**src/hw/rtl/ipmbd_pkg.sv**
```systemverilog
// Shared types and constants of the IPMB frame decoder.
package ipmbd_pkg;

	// Default frame length limit; bytes beyond it flag an overflow.
	localparam int MAX_FRAME_BYTES_DEF = 32;

	// Header bytes kept per frame (bytes 0 to 5).
	localparam int HDR_LEN = 6;

	// Entries in the queue memory between the front and the back.
	localparam int FIFO_DEPTH = 4;
	localparam int PTR_W      = $clog2(FIFO_DEPTH);
	localparam int FCNT_W     = $clog2(FIFO_DEPTH + 1);

	// Payload counter saturates at its top value.
	localparam logic [4:0] CNT_SAT = 5'd31;

	// Summary status codes.
	localparam logic [2:0] ST_OK       = 3'd0;
	localparam logic [2:0] ST_SHORT    = 3'd1;
	localparam logic [2:0] ST_HDR_BAD  = 3'd2;
	localparam logic [2:0] ST_FRM_BAD  = 3'd3;
	localparam logic [2:0] ST_OVERFLOW = 3'd4;

	typedef struct packed {
		logic [2:0] status;
		logic [7:0] dest_addr;
		logic [5:0] net_function;
		logic [1:0] dest_lun;
		logic [7:0] source_addr;
		logic [1:0] src_lun;
		logic [5:0] seq_number;
		logic [7:0] command;
		logic [7:0] completion_code;
		logic [4:0] payload_count;
	} summary_t;

	// One queue entry: at most one payload result and one summary.
	typedef struct packed {
		logic       pay_vld;
		logic [7:0] pay_byte;
		logic       sum_vld;
		summary_t   sum;
	} q_entry_t;

endpackage

```
**src/hw/rtl/ipmbd_front.sv**
```systemverilog
// Front end: per-byte frame tracking, header split and result classification.
module ipmbd_front #(
	parameter int MAX_FRAME_BYTES = ipmbd_pkg::MAX_FRAME_BYTES_DEF
) (
	input  logic                clk,
	input  logic                arst_n,
	input  logic                in_valid,
	output logic                in_ready,
	input  logic [7:0]          frame_byte,
	input  logic                last_byte,
	input  logic                q_full,
	output logic                q_push,
	output ipmbd_pkg::q_entry_t q_entry
);
	import ipmbd_pkg::*;

	localparam int IDX_W = $clog2(MAX_FRAME_BYTES + 1);
	localparam logic [IDX_W-1:0] IDX_MAX = IDX_W'(MAX_FRAME_BYTES);

	logic [IDX_W-1:0] idx_q;
	logic [7:0]       hsum_q;
	logic [7:0]       fsum_q;
	logic [7:0]       held_q;
	logic             held_vld_q;
	logic [7:0]       hdr_q [HDR_LEN];
	logic             ovf_q;
	logic [7:0]       cc_q;
	logic [4:0]       cnt_q;

	logic [7:0] hdr_n [HDR_LEN];
	logic [7:0] hsum_n;
	logic [7:0] fsum_n;
	logic       accept;
	logic       ovf_hit;
	logic       resp_n;
	logic       resp_s;
	logic       pay_en;
	logic       cc_en;
	logic       emit_pay;
	logic [4:0] cnt_n;
	logic       short_frm;
	logic [2:0] status;

	assign in_ready = !q_full;
	assign accept   = in_valid && in_ready;

	always_comb begin
		for (int k = 0; k < HDR_LEN; k++) begin
			hdr_n[k] = (idx_q == IDX_W'(k)) ? frame_byte : hdr_q[k];
		end
	end

	assign fsum_n   = fsum_q + frame_byte;
	assign hsum_n   = (idx_q < IDX_W'(3)) ? hsum_q + frame_byte : hsum_q;
	assign ovf_hit  = idx_q >= IDX_MAX;
	assign resp_n   = hdr_n[1][2];
	// Responses carry the completion code at byte 6; payload starts one later.
	assign pay_en   = !ovf_hit && (idx_q >= IDX_W'(HDR_LEN))
			&& !(resp_n && idx_q == IDX_W'(HDR_LEN));
	assign cc_en    = !ovf_hit && resp_n && (idx_q == IDX_W'(HDR_LEN)) && !last_byte;
	assign emit_pay = pay_en && held_vld_q;
	assign cnt_n    = (emit_pay && cnt_q != CNT_SAT) ? cnt_q + 5'd1 : cnt_q;

	// A frame of a single byte counts as a request.
	assign resp_s    = (idx_q != '0) && resp_n;
	assign short_frm = (idx_q < IDX_W'(6)) || (resp_s && idx_q < IDX_W'(7));

	always_comb begin
		if (ovf_q || ovf_hit) begin
			status = ST_OVERFLOW;
		end else if (short_frm) begin
			status = ST_SHORT;
		end else if (hsum_n != 8'd0) begin
			status = ST_HDR_BAD;
		end else if (fsum_n != 8'd0) begin
			status = ST_FRM_BAD;
		end else begin
			status = ST_OK;
		end
	end

	assign q_push = accept && (emit_pay || last_byte);

	always_comb begin
		q_entry.pay_vld             = emit_pay;
		q_entry.pay_byte            = held_q;
		q_entry.sum_vld             = last_byte;
		q_entry.sum.status          = status;
		q_entry.sum.dest_addr       = hdr_n[0];
		q_entry.sum.net_function    = hdr_n[1][7:2];
		q_entry.sum.dest_lun        = hdr_n[1][1:0];
		q_entry.sum.source_addr     = hdr_n[3];
		q_entry.sum.src_lun         = hdr_n[4][1:0];
		q_entry.sum.seq_number      = hdr_n[4][7:2];
		q_entry.sum.command         = hdr_n[5];
		q_entry.sum.completion_code = resp_s ? cc_q : 8'd0;
		q_entry.sum.payload_count   = cnt_n;
	end

	always_ff @(posedge clk or negedge arst_n) begin
		if (!arst_n) begin
			idx_q      <= '0;
			hsum_q     <= '0;
			fsum_q     <= '0;
			held_q     <= '0;
			held_vld_q <= 1'b0;
			ovf_q      <= 1'b0;
			cc_q       <= '0;
			cnt_q      <= '0;
			for (int k = 0; k < HDR_LEN; k++) begin
				hdr_q[k] <= '0;
			end
		end else if (accept) begin
			if (last_byte) begin
				idx_q      <= '0;
				hsum_q     <= '0;
				fsum_q     <= '0;
				held_q     <= '0;
				held_vld_q <= 1'b0;
				ovf_q      <= 1'b0;
				cc_q       <= '0;
				cnt_q      <= '0;
				for (int k = 0; k < HDR_LEN; k++) begin
					hdr_q[k] <= '0;
				end
			end else begin
				if (idx_q != IDX_MAX) begin
					idx_q <= idx_q + IDX_W'(1);
				end
				hsum_q <= hsum_n;
				fsum_q <= fsum_n;
				cnt_q  <= cnt_n;
				for (int k = 0; k < HDR_LEN; k++) begin
					hdr_q[k] <= hdr_n[k];
				end
				if (ovf_hit) begin
					ovf_q      <= 1'b1;
					held_vld_q <= 1'b0;
				end else if (pay_en) begin
					held_q     <= frame_byte;
					held_vld_q <= 1'b1;
				end
				if (cc_en) begin
					cc_q <= frame_byte;
				end
			end
		end
	end

endmodule

```
**src/hw/rtl/ipmbd_fifo.sv**
```systemverilog
// Short queue of classified entries between the front and the back.
module ipmbd_fifo (
	input  logic                clk,
	input  logic                arst_n,
	input  logic                push,
	input  ipmbd_pkg::q_entry_t wr_entry,
	output logic                full,
	input  logic                pop,
	output logic                empty,
	output ipmbd_pkg::q_entry_t rd_entry
);
	import ipmbd_pkg::*;

	q_entry_t          mem_q [FIFO_DEPTH];
	q_entry_t          head_q;
	logic              head_vld_q;
	logic [PTR_W-1:0]  wr_ptr_q;
	logic [PTR_W-1:0]  rd_ptr_q;
	logic [FCNT_W-1:0] cnt_q;
	logic              fill;
	logic              mem_rd;
	logic              mem_wr;

	assign full     = cnt_q == FCNT_W'(FIFO_DEPTH);
	assign empty    = !head_vld_q;
	assign rd_entry = head_q;

	// The head register refills when it is free or its entry leaves now.
	assign fill   = !head_vld_q || pop;
	assign mem_rd = fill && (cnt_q != '0);
	// An entry that finds the memory empty and the head free goes straight to the head.
	assign mem_wr = push && !(fill && cnt_q == '0);

	always_ff @(posedge clk) begin
		if (mem_wr) begin
			mem_q[wr_ptr_q] <= wr_entry;
		end
		if (mem_rd) begin
			head_q <= mem_q[rd_ptr_q];
		end else if (fill && push) begin
			head_q <= wr_entry;
		end
	end

	always_ff @(posedge clk or negedge arst_n) begin
		if (!arst_n) begin
			head_vld_q <= 1'b0;
			wr_ptr_q   <= '0;
			rd_ptr_q   <= '0;
			cnt_q      <= '0;
		end else begin
			if (fill) begin
				head_vld_q <= mem_rd || push;
			end
			if (mem_wr) begin
				wr_ptr_q <= wr_ptr_q + PTR_W'(1);
			end
			if (mem_rd) begin
				rd_ptr_q <= rd_ptr_q + PTR_W'(1);
			end
			if (mem_wr && !mem_rd) begin
				cnt_q <= cnt_q + FCNT_W'(1);
			end else if (mem_rd && !mem_wr) begin
				cnt_q <= cnt_q - FCNT_W'(1);
			end
		end
	end

endmodule

```
**src/hw/rtl/ipmbd_back.sv**
```systemverilog
// Back end: unpacks queue entries into payload and summary results.
module ipmbd_back (
	input  logic                clk,
	input  logic                arst_n,
	input  logic                q_empty,
	input  ipmbd_pkg::q_entry_t q_entry,
	output logic                q_pop,
	output logic                out_valid,
	input  logic                out_ready,
	output logic [7:0]          data_byte,
	output logic                frame_end,
	output ipmbd_pkg::summary_t sum
);
	import ipmbd_pkg::*;

	q_entry_t ent_q;
	logic     pay_pend_q;
	logic     sum_pend_q;
	logic     out_acc;
	logic     load;

	assign out_valid = pay_pend_q || sum_pend_q;
	assign out_acc   = out_valid && out_ready;
	// Take a new entry when nothing is pending or its final result leaves now.
	assign load      = !out_valid || (out_acc && !(pay_pend_q && sum_pend_q));
	assign q_pop     = load && !q_empty;

	assign data_byte = pay_pend_q ? ent_q.pay_byte : 8'd0;
	assign frame_end = !pay_pend_q;
	assign sum       = pay_pend_q ? '0 : ent_q.sum;

	always_ff @(posedge clk) begin
		if (q_pop) begin
			ent_q <= q_entry;
		end
	end

	always_ff @(posedge clk or negedge arst_n) begin
		if (!arst_n) begin
			pay_pend_q <= 1'b0;
			sum_pend_q <= 1'b0;
		end else if (load) begin
			pay_pend_q <= q_pop && q_entry.pay_vld;
			sum_pend_q <= q_pop && q_entry.sum_vld;
		end else if (out_acc) begin
			pay_pend_q <= 1'b0;
		end
	end

endmodule

```
**src/hw/rtl/ipmb_frame_decoder.sv**
```systemverilog
// Top level of the IPMB frame decoder: front end, entry queue and back end.
// The results of an accepted byte pass through the queue head and the back end entry register.
// Throughput: one byte per cycle unless the queue is full; a last byte that also releases a
// payload byte gives two results, which the back end sends in turn while the queue absorbs input.
// Reset: arst_n clears all frame state and the queue at once; the block then waits
// for byte 0 of a new frame. No clearing pass is needed.
module ipmb_frame_decoder #(
	parameter int MAX_FRAME_BYTES = ipmbd_pkg::MAX_FRAME_BYTES_DEF
) (
	input  logic       clk,
	input  logic       arst_n,
	input  logic       in_valid,
	output logic       in_ready,
	input  logic [7:0] frame_byte,
	input  logic       last_byte,
	output logic       out_valid,
	input  logic       out_ready,
	output logic [7:0] data_byte,
	output logic       frame_end,
	output logic [2:0] status,
	output logic [7:0] dest_addr,
	output logic [5:0] net_function,
	output logic [1:0] dest_lun,
	output logic [7:0] source_addr,
	output logic [1:0] src_lun,
	output logic [5:0] seq_number,
	output logic [7:0] command,
	output logic [7:0] completion_code,
	output logic [4:0] payload_count
);
	import ipmbd_pkg::*;

	// Front to queue: one entry per input transfer that yields any result.
	q_entry_t push_entry;
	logic     push;
	logic     full;

	// Queue to back.
	q_entry_t pop_entry;
	logic     pop;
	logic     empty;

	summary_t sum;

	// The front end tracks the byte position, the two running sums and the
	// header bytes. Payload bytes are held back by one transfer so that the
	// checksum byte, always the last, is never sent as payload.
	ipmbd_front #(
		.MAX_FRAME_BYTES(MAX_FRAME_BYTES)
	) u_front (
		.clk       (clk),
		.arst_n    (arst_n),
		.in_valid  (in_valid),
		.in_ready  (in_ready),
		.frame_byte(frame_byte),
		.last_byte (last_byte),
		.q_full    (full),
		.q_push    (push),
		.q_entry   (push_entry)
	);

	// The queue lets the front keep taking bytes while the consumer stalls, until it is full.
	ipmbd_fifo u_fifo (
		.clk     (clk),
		.arst_n  (arst_n),
		.push    (push),
		.wr_entry(push_entry),
		.full    (full),
		.pop     (pop),
		.empty   (empty),
		.rd_entry(pop_entry)
	);

	// The back end sends a payload result before the summary of the same entry.
	ipmbd_back u_back (
		.clk      (clk),
		.arst_n   (arst_n),
		.q_empty  (empty),
		.q_entry  (pop_entry),
		.q_pop    (pop),
		.out_valid(out_valid),
		.out_ready(out_ready),
		.data_byte(data_byte),
		.frame_end(frame_end),
		.sum      (sum)
	);

	// Summary fields read zero on a payload result.
	assign status          = sum.status;
	assign dest_addr       = sum.dest_addr;
	assign net_function    = sum.net_function;
	assign dest_lun        = sum.dest_lun;
	assign source_addr     = sum.source_addr;
	assign src_lun         = sum.src_lun;
	assign seq_number      = sum.seq_number;
	assign command         = sum.command;
	assign completion_code = sum.completion_code;
	assign payload_count   = sum.payload_count;

endmodule
```
**config.mk**
```make
export PLATFORM = sky130hd
export DESIGN_NAME = ipmb_frame_decoder
export DESIGN_NICKNAME = d
export VERILOG_FILES = /design/src/hw/rtl/ipmbd_pkg.sv /design/src/hw/rtl/ipmbd_front.sv /design/src/hw/rtl/ipmbd_fifo.sv /design/src/hw/rtl/ipmbd_back.sv /design/src/hw/rtl/ipmb_frame_decoder.sv
export SDC_FILE = /design/constraint.sdc
export NUM_CORES = 1
export LEC_CHECK = 0
export CAP_MARGIN = 30
export CORE_MARGIN = 1
export CORE_UTILIZATION = 45
export DETAILED_ROUTE_END_ITERATION = 8
export DONT_BUFFER_PORTS = 1
export PLACE_DENSITY = 0.59
export SLEW_MARGIN = 20
export SYNTH_ARGS = -nofsm -noshare
export SYNTH_HDL_FRONTEND = slang
export SYNTH_HIERARCHICAL = 1
export SYNTH_SLANG_ARGS = --single-unit
```
**constraint.sdc**
```tcl
create_clock -name clk -period 7 [get_ports clk]
set_input_delay 1.05 -clock clk [delete_from_list [all_inputs] [get_ports clk]]
set_output_delay 1.05 -clock clk [all_outputs]
set_load 0.1 [all_outputs]
```
==> results of run 1 <==
-- per-stage QoR --
| stage | instance area, sq um | utilization | cells |
|---|---|---|---|
| after floorplan | 20300 | - | 1140 |
| after global placement | 21000 | 0.473 | 1693 |
| after detailed placement | 21800 | 0.491 | 1739 |
| after CTS | 23500 | 0.530 | 1835 |
| after global routing | 23500 | 0.530 | 1835 |
| final | 23500 | 0.530 | 1835 |
-- cell usage after synthesis, types with 4 or more instances --
master / count
edfxtp_1: 394
dfrtp_1: 95
mux2_2: 88
mux4_2: 66
a22o_1: 62
nor2b_1: 52
nand2_1: 29
o21ai_0: 27
and2_1: 23
ha_1: 23
nor2_1: 23
clkbuf_1: 20
inv_1: 19
buf_2: 18
mux2_4: 18
a21oi_1: 12
and2b_1: 11
nand3_1: 9
nor4_1: 8
or2_2: 8
xor2_1: 8
xnor2_1: 7
buf_4: 6
nand2b_1: 6
nor3_1: 6
or3_1: 6
a22oi_1: 5
buf_6: 5
o21a_1: 5
buf_1: 4
mux2i_1: 4
-- critical path, delay by kind of cell (launching register included) --
kind | cells | cell delay, ns
AND/OR/NAND/NOR | 4 | 1.46
buffers and inverters | 1 | 0.71
AO/OA/AOI/OAI | 4 | 1.11
flip-flops | 1 | 0.50
-- flip-flops by register name (all words and copies together) (netlist names) --
signal / count
u_front/fsum_q: 8
u_front/idx_q: 6
u_fifo/rd_ptr_q: 2
u_front/held_q: 8
u_fifo/rd_entry: 66
u_fifo/mem_q: 264
u_front/hsum_q: 8
u_back/ent_q: 64
u_fifo/wr_ptr_q: 2
u_front/ovf_q: 1
u_front/cc_q: 8
u_front/held_vld_q: 1
u_fifo/head_vld_q: 1
u_back/pay_pend_q: 1
u_back/sum_pend_q: 1
u_fifo/cnt_q: 3
u_front/cnt_q: 5
u_front/hdr_q: 40
-- cells by family after synthesis --
logic type | share of synthesized area
AOI/OAI and AO/OA | 0.0576
buffers and inverters | 0.0205
xor gates and xnor gates | 0.00758
muxes | 0.137
and+or+nand+nor | 0.0598
DFF | 0.700
adders and majority gates | 0.0177
-- area by class of cell --
type / instances / area (sq um)
Sequential cell: 489 / 14200
Inverter: 21 / 78.8
Clock inverter: 20 / 188
Tap cell: 592 / 741
Timing Repair Buffer: 63 / 956
Clock buffer: 76 / 1530
Fill cell: 3504 / 20900
Multi-Input combinational cell: 574 / 5830
-- path summary, 6_finish.rpt --
path,start,endpoint,cells after the start
setup / recovery,u_front/idx_q[2],u_fifo/mem_q[2][17],9
hold / removal,arst_n,u_front/hdr_q[36],0
setup reg to reg,u_front/idx_q[2],u_fifo/mem_q[2][17],9
hold reg to reg,u_fifo/rd_entry[11],u_back/ent_q[11],0
max in group asynchronous,arst_n,u_front/held_q[5],0
min in group clk,u_fifo/rd_entry[11],u_back/ent_q[11],0
-- layer usage --
layer | global-route usage | up-vias | wire length (um) | part of all wire
met5 | 0 | - | 0 | 0
met2 | 0.309 | 211 | 20500 | 0.49
met3 | 0.0356 | 64 | 1950 | 0.047
met1 | 0.248 | 5286 | 18500 | 0.44
li1 | - | 4611 | - | -
met4 | 0.0564 | 0 | 833 | 0.020
==> flow_metrics.py, run 1 <==
metrics = {
    "logic_synthesis": {
        "syn_area_sq_um": 20300,
        "synth_edf_count": 394,
        "synth_top_flop_cell": "edfxtp_1",
        "async_flop_share": 0.194,
        "syn-num-nets": 1179,
        "syn-mean-instance-area_sq_um": 17.8,
        "ys_seq_area_frac": 0.700,
        "synth_area_leaders": "edfxtp_1 (58%), dfrtp_1 (12%), mux4_2 (7.3%)",
        "syn_inst": 1140,
        "synth-seq-cells": 489,
        "yosys.area.top_type": "edfxtp_1",
        "yosysWarningCount": 6,
        "yosysTopAreaCellShare": 0.583,
        "yosysUniqueCellTypes": 80,
    },
    "timing": {
        "drv_slew": 0,
        "rsz0062_at_grt": "false",
        "timing.fmax_mhz": 237,
        "worst_pin_slew_ns": 1.01,
        "fin_tns_setup_ns": 0,
        "worst_slack_ns": 2.79,
        "fin_skew_ns": 0.0166,
        "hold_viol_final": 0,
        "setup_violations": 0,
        "fin_crit_sh": 0.602,
        "maxSlewHeadroom": 0.326,
        "holdWs_ns": 0.156,
        "period_minus_slack_ns": 4.21,
    },
    "floorplanning": {
        "die-area_sq_um": 46000,
        "die_w_um": 214,
        "die_h_um": 214,
        "initial_core_util": 0.457,
        "ioPinCount": 80,
        "core_area_sq_um": 44400,
        "rows": 77,
    },
    "global_route": {
        "grt_max_degree": 96,
        "grt_pass1_vias": 10550,
        "globalRouteTotalUtil": 0.186,
        "antenna_found_initial": 2,
        "grt_pass1_wl_um": 64400,
        "gr-total-overflow": 0,
    },
    "clocking": {
        "clkSlewWorstSetupHoldPaths_ns": 0.06,
        "cts_resized": 0,
        "cts-root-buf": "clkbuf_16",
        "h-tree-depth": 2,
        "cts_sinks": 489,
        "cts_tree": "built",
        "cts_buffers": 51,
        "holdBufCountCts": 0,
        "clk_latency_ns": 0.59,
        "clock_path_buffers": 3,
        "cts_setup_buffers": 0,
    },
    "place": {
        "dp_slack_ns": 2.40,
        "place.gp.congestion": 0.765,
        "portBuffers": 0,
        "dp_hpwl_um": 23900,
    },
    "cells_and_area": {
        "layout.nets": 1239,
        "antenna_cells": 0,
        "area_growth_pct": 15.9,
        "layout-drive-gt1-share": 0.315,
        "layout_commonest_cell": "edfxtp_1",
        "most-common-layout-cells": "edfxtp_1 (394), dfrtp_1 (92), mux2_2 (88)",
    },
    "worst_setup_path": {
        "slowest_stage": "and2_2",
        "start_kind": "register",
        "path_cells": "nor4_4, a21bo_2, a2111oi_4, nand2b_1, nor2_1, a22o_1, a21boi_1, and2_2, buf_4",
        "required_ns": 7.21,
        "worstPathArrival_ns": 4.42,
        "max_stage_delay_ns": 0.71,
        "reg2reg_setup_slack_ns": 2.79,
        "critPathCaptureType": "register",
        "crit_fanout": 45,
        "path_class": "register to register",
    },
    "worst_hold_path": {
        "hold_path_class": "primary input to async pin",
    },
    "detailed_routing": {
        "routed_wl_um": 41800,
        "wire_per_inst_um": 22.8,
        "vias_per_cell": 5.54,
        "dr.pass1.iters": 5,
        "route.detailed.drc": 0,
        "ant_nets": 0,
        "vias": 10172,
        "drt_iter0_drc": 570,
    },
    "run_status": {
        "status": "complete, no violations",
    },
    "job": {
        "drv_cap": 0,
    },
}
Power of run 1 is left out: the tool's default activity adds up to more than one toggle a clock period on the data nets, which glitch-free logic cannot reach.
==> run 2, diff against run 1 <==
Settings changed: ABC_AREA from default to 1.
Clock period 7 ns to 4.1 ns, I/O delays scaled along.
==> run 2 against run 1 <==
Against the previous run: die area up 4.5%; design area up 4.7%; cell count up 48%; sequential share of layout area down 2.7 points; first-iteration DRC count up 74%; count of clock-buffer cells in the layout down 8; area after synthesis up 4.5%; flip-flop and latch count unchanged; global-route usage up 1.3 points; largest cell class unchanged.
==> flow_metrics.py, run 2 <==
metrics = {
    "detailed_routing": {
        "route.detailed.drc": 0,
        "wire_per_inst_um": 17.0,
        "routed_wl_um": 45900,
        "vias_per_cell": 5.01,
        "dr.pass1.iters": 5,
        "drt_iter0_drc": 994,
        "vias": 13584,
        "ant_nets": 0,
    },
    "logic_synthesis": {
        "synth_most_common_cell": "nand2_1",
        "syn-mean-instance-area_sq_um": 10.5,
        "yosysUniqueCellTypes": 46,
        "syn_area_sq_um": 21200,
        "synth_area_leaders": "edfxtp_1 (56%), dfrtp_1 (11%), nand2_1 (9.2%)",
        "ys_seq_area_frac": 0.669,
        "syn-num-nets": 2051,
        "syn_inst": 2012,
        "synth_common_cells": "nand2_1 (523), edfxtp_1 (394), inv_1 (294)",
        "synth_edf_count": 394,
        "yosysWarningCount": 6,
        "synth-seq-cells": 489,
        "async_flop_share": 0.194,
        "yosysTopAreaCellShare": 0.557,
        "yosys.area.top_type": "edfxtp_1",
        "synth_top_flop_cell": "edfxtp_1",
    },
    "global_route": {
        "grt_pass1_wl_um": 73200,
        "globalRouteTotalUtil": 0.199,
        "gr-total-overflow": 0,
        "antenna_found_initial": 1,
        "grt_pass1_vias": 13228,
        "grt_max_degree": 200,
    },
    "worst_hold_path": {
        "hold_path_class": "primary input to register",
    },
    "timing": {
        "setup_violations": 0,
        "fin_tns_setup_ns": 0,
        "hold_viol_final": 0,
        "worst_pin_slew_ns": 0.962,
        "holdWs_ns": 0.135,
        "worst_slack_ns": 0.768,
        "maxSlewHeadroom": 0.358,
        "drv_slew": 0,
        "rsz0062_at_grt": "false",
        "fin_skew_ns": 0.0247,
        "period_minus_slack_ns": 3.33,
        "timing.fmax_mhz": 300,
        "fin_crit_sh": 0.813,
    },
    "worst_setup_path": {
        "timing.rr.end": "u_fifo/mem_q[2][24]",
        "worstPathArrival_ns": 2.72,
        "timing.rr.start": "u_fifo/cnt_q[2]",
        "reg2reg_depth": 13,
        "required_ns": 3.48,
        "cp-endpoint": "data_byte[1]",
        "path_class": "register to output port",
        "reg2reg_setup_slack_ns": 0.82,
        "critPathLaunch": "u_back/pay_pend_q",
        "crit_fanout": 39,
        "start_kind": "register",
        "critPathCaptureType": "output port",
    },
    "clocking": {
        "cts_buffers": 51,
        "cts_setup_buffers": 0,
        "cts_sinks": 489,
        "cts_tree": "built",
        "cts-root-buf": "clkbuf_16",
        "cts_resized": 0,
        "clk_latency_ns": 0.59,
        "clock_path_buffers": 3,
        "h-tree-depth": 2,
        "clkSlewWorstSetupHoldPaths_ns": 0.06,
    },
    "floorplanning": {
        "die_h_um": 219,
        "rows": 79,
        "core_area_sq_um": 46600,
        "initial_core_util": 0.456,
        "die-area_sq_um": 48000,
        "die_w_um": 219,
        "ioPinCount": 80,
    },
    "place": {
        "placedCellCount": 2613,
        "portBuffers": 0,
        "dp_slack_ns": 0.794,
        "dp_hpwl_um": 26800,
        "place.gp.congestion": 0.830,
    },
    "cells_and_area": {
        "layout-drive-gt1-share": 0.124,
        "n_fill_cell": 3980,
        "layout.nets": 2101,
        "layout_commonest_cell": "nand2_1",
        "area_growth_pct": 16.1,
        "instances_no_fill": 2710,
        "most-common-layout-cells": "nand2_1 (521), edfxtp_1 (394), inv_1 (291)",
        "largest_reg_flops": 264,
        "top_register": "u_fifo/mem_q",
    },
    "job": {
        "drv_cap": 0,
    },
    "run_status": {
        "status": "complete, no violations",
    },
}
==> run 2: what timing repair did <==
action / CTS / global route
endpoints found under the hold margin: 95 / 0
endpoints found under the setup margin: 0 / 0
hold buffers: 2 / 0
==> run 2: cell type report <==
cell class                      count  area (sq um)  share of cell area
Timing Repair Buffer               85          1210              0.0489
Tap cell                          607           759              0.0308
Antenna cell                        1          2.50            0.000102
Multi-Input combinational cell   1132          5570               0.226
Sequential cell                   489         14200               0.577
Clock inverter                     25           318              0.0129
Clock buffer                       68          1430              0.0581
Inverter                          303          1140              0.0464
==> run 2: cell families after synthesis <==
logic type,share of synthesized area
AOI/OAI and AO/OA,0.0772
xor gates and xnor gates,0.00283
adders and majority gates,0.0164
buffers and inverters,0.0781
DFF,0.669
and+or+nand+nor,0.156
==> run 2: how the worst min path moves through the flow <==
stage,from,endpoint,slack [ns],cells after the start
final,last_byte,u_front/held_q[2],0.14,1
after global routing,last_byte,u_fifo/mem_q[3][56],0.11,0
after CTS,last_byte,u_front/held_q[2],0.11,1
after detailed placement,arst_n,u_front/cnt_q[2],0.32,0
after global placement,arst_n,u_front/hsum_q[4],0.33,0
after floorplan,arst_n,u_back/pay_pend_q,0.32,0
==> run 2: metrics by stage <==
step,util,area (sq um)
global placement,0.471,21900
CTS,0.529,24600
floorplan,-,21300
finish,0.529,24700
detailed placement,0.491,22800
global route,0.529,24700
==> run 2: critical path, cell delays in order, from the launching register on <==
cell,delay [ns]
dfrtp_4,0.78
buf_4,0.59
nand2_1,0.11
inv_1,0.64
==> run 2: per-layer routing <==
layer | share of wire | wire (um) | vias up | track usage
li1 | - | - | 6717 | -
met1 | 0.46 | 21000 | 6500 | 0.275
met2 | 0.47 | 21600 | 304 | 0.323
met3 | 0.053 | 2420 | 63 | 0.0370
met4 | 0.020 | 902 | 0 | 0.0514
met5 | 0 | 0 | - | 0
Power of run 2 is left out for the same reason.
==> run 3, diff against run 2 <==
Settings changed: ABC_AREA 1 to 0, PLACE_DENSITY 0.59 to 0.61.
Clock period 4.1 ns to 2.9 ns, I/O delays scaled along.
==> run 3 against run 2 <==
Against the previous run: the run now ends with setup timing left; clock skew decreased by 0.0068 ns; flip-flop and latch count unchanged; cell count decreased by 29%; via count decreased by 23%; highest routed layer unchanged.
==> flow_metrics.py, run 3 (same netlist as run 1, synthesis figures left out) <==
metrics = {
    "detailed_routing": {
        "wire_per_inst_um": 21.7,
        "dr.pass1.iters": 5,
        "routed_wl_um": 41400,
        "drt_iter0_drc": 612,
        "vias": 10474,
        "route.detailed.drc": 0,
        "vias_per_cell": 5.48,
        "ant_nets": 0,
    },
    "place": {
        "dp_slack_ns": -0.149,
        "portBuffers": 0,
        "place.gp.congestion": 0.804,
        "dpl-instance-area_sq_um": 22100,
        "placedCellCount": 1803,
        "dp_hpwl_um": 24900,
    },
    "timing": {
        "worst_pin_slew_ns": 0.691,
        "fin_skew_ns": 0.0179,
        "setup_violations": 1,
        "fin_crit_sh": 1.00,
        "hold_viol_final": 0,
        "worst_slack_ns": -0.0108,
        "timing.fmax_mhz": 344,
        "maxSlewHeadroom": 0.538,
        "rsz0062_at_grt": "true",
        "fin_tns_setup_ns": -0.0108,
        "period_minus_slack_ns": 2.91,
        "drv_slew": 0,
    },
    "cells_and_area": {
        "top_register": "u_fifo/mem_q",
        "layout_commonest_cell": "edfxtp_1",
        "most-common-layout-cells": "edfxtp_1 (394), buf_4 (111), dfrtp_1 (91)",
        "layout-drive-gt1-share": 0.352,
        "n_fill_cell": 3500,
        "regArea_sq_um": 14200,
        "layout.nets": 1318,
        "multi_input_area_sq_um": 5880,
        "largest_reg_flops": 264,
        "instances_no_fill": 1913,
        "postLayoutCellArea_sq_um": 23900,
        "antenna_cells": 0,
        "area_growth_pct": 17.8,
    },
    "clocking": {
        "clk_latency_ns": 0.58,
        "cts_buffers": 50,
        "cts_sinks": 489,
        "clkSlewWorstSetupHoldPaths_ns": 0.06,
        "cts_tree": "built",
        "h-tree-depth": 2,
        "clock_path_buffers": 3,
        "cts-root-buf": "clkbuf_16",
    },
    "floorplanning": {
        "die_w_um": 214,
        "die-area_sq_um": 46000,
        "ioPinCount": 80,
        "rows": 77,
        "core_area_sq_um": 44400,
        "die_h_um": 214,
        "initial_core_util": 0.457,
    },
    "global_route": {
        "grt_pass1_vias": 10928,
        "globalRouteTotalUtil": 0.185,
        "grt_pass1_wl_um": 65100,
        "gr-total-overflow": 0,
        "grt_max_degree": 96,
        "antenna_found_initial": 0,
    },
    "run_status": {
        "status": "complete, but fails checks",
        "failed_checks": "setup timing",
    },
    "worst_hold_path": {
        "hold_path_class": "primary input to register",
    },
    "worst_setup_path": {
        "crit_fanout": 2,
        "critPathCaptureType": "register",
        "path_class": "register to register",
        "worstPathArrival_ns": 3.24,
        "start_kind": "register",
        "required_ns": 3.23,
    },
    "job": {
        "drv_cap": 0,
    },
}
run 3: routing by layer:
metal	global-route usage	wire, um
met1	0.265	19100
met2	0.294	19800
met3	0.0308	1920
met4	0.0486	616
met5	0	0
run 3: final cells by class:
class	instances	share of cell area
Multi-Input combinational cell	574	0.246
Sequential cell	489	0.594
Clock inverter	26	0.0116
Inverter	21	0.00329
Timing Repair Buffer	143	0.0569
Clock buffer	68	0.0573
Tap cell	592	0.0310
run 3: worst paths after layout:
kind / slack, ns / cells after the start / end / from
max in group asynchronous: 1.96 / 2 / u_fifo/rd_ptr_q[0] / arst_n
min: 0.08 / 2 / u_front/held_vld_q / last_byte
min in group asynchronous: 0.47 / 2 / u_front/hdr_q[23] / arst_n
max: -0.01 / 8 / u_fifo/rd_entry[54] / u_front/fsum_q[0]
max reg2reg: -0.01 / 8 / u_fifo/rd_entry[54] / u_front/fsum_q[0]
min reg2reg: 0.41 / 0 / u_back/ent_q[55] / u_fifo/rd_entry[55]
run 3: per-stage QoR:
step	utilization	hold WS (ns)
after detailed placement	0.497	0.143
final	0.539	0.0839
after floorplan	-	0.139
after CTS	0.538	0.0567
after global routing	0.539	0.0743
after global placement	0.497	0.142
run 3: what timing repair did:
| item | CTS | global route |
|---|---|---|
| buffers inserted | 0 | 3 |
| pin swaps | 1 | 2 |
| resized for setup | 1 | 12 |
| endpoints found under the hold margin | 129 | 0 |
| hold buffers | 13 | 0 |
| setup endpoints to repair | 1 | 82 |
run 3: worst max-delay path: stages, from the launching register on:
cell,delay (ns)
dfrtp_1,0.38
ha_2,0.18
fa_2,0.35
xor2_1,0.18
or3_1,0.31
or3_4,0.34
or4b_1,0.47
o21a_1,0.20
mux2_2,0.26
Power of run 3 is left out for the same reason.
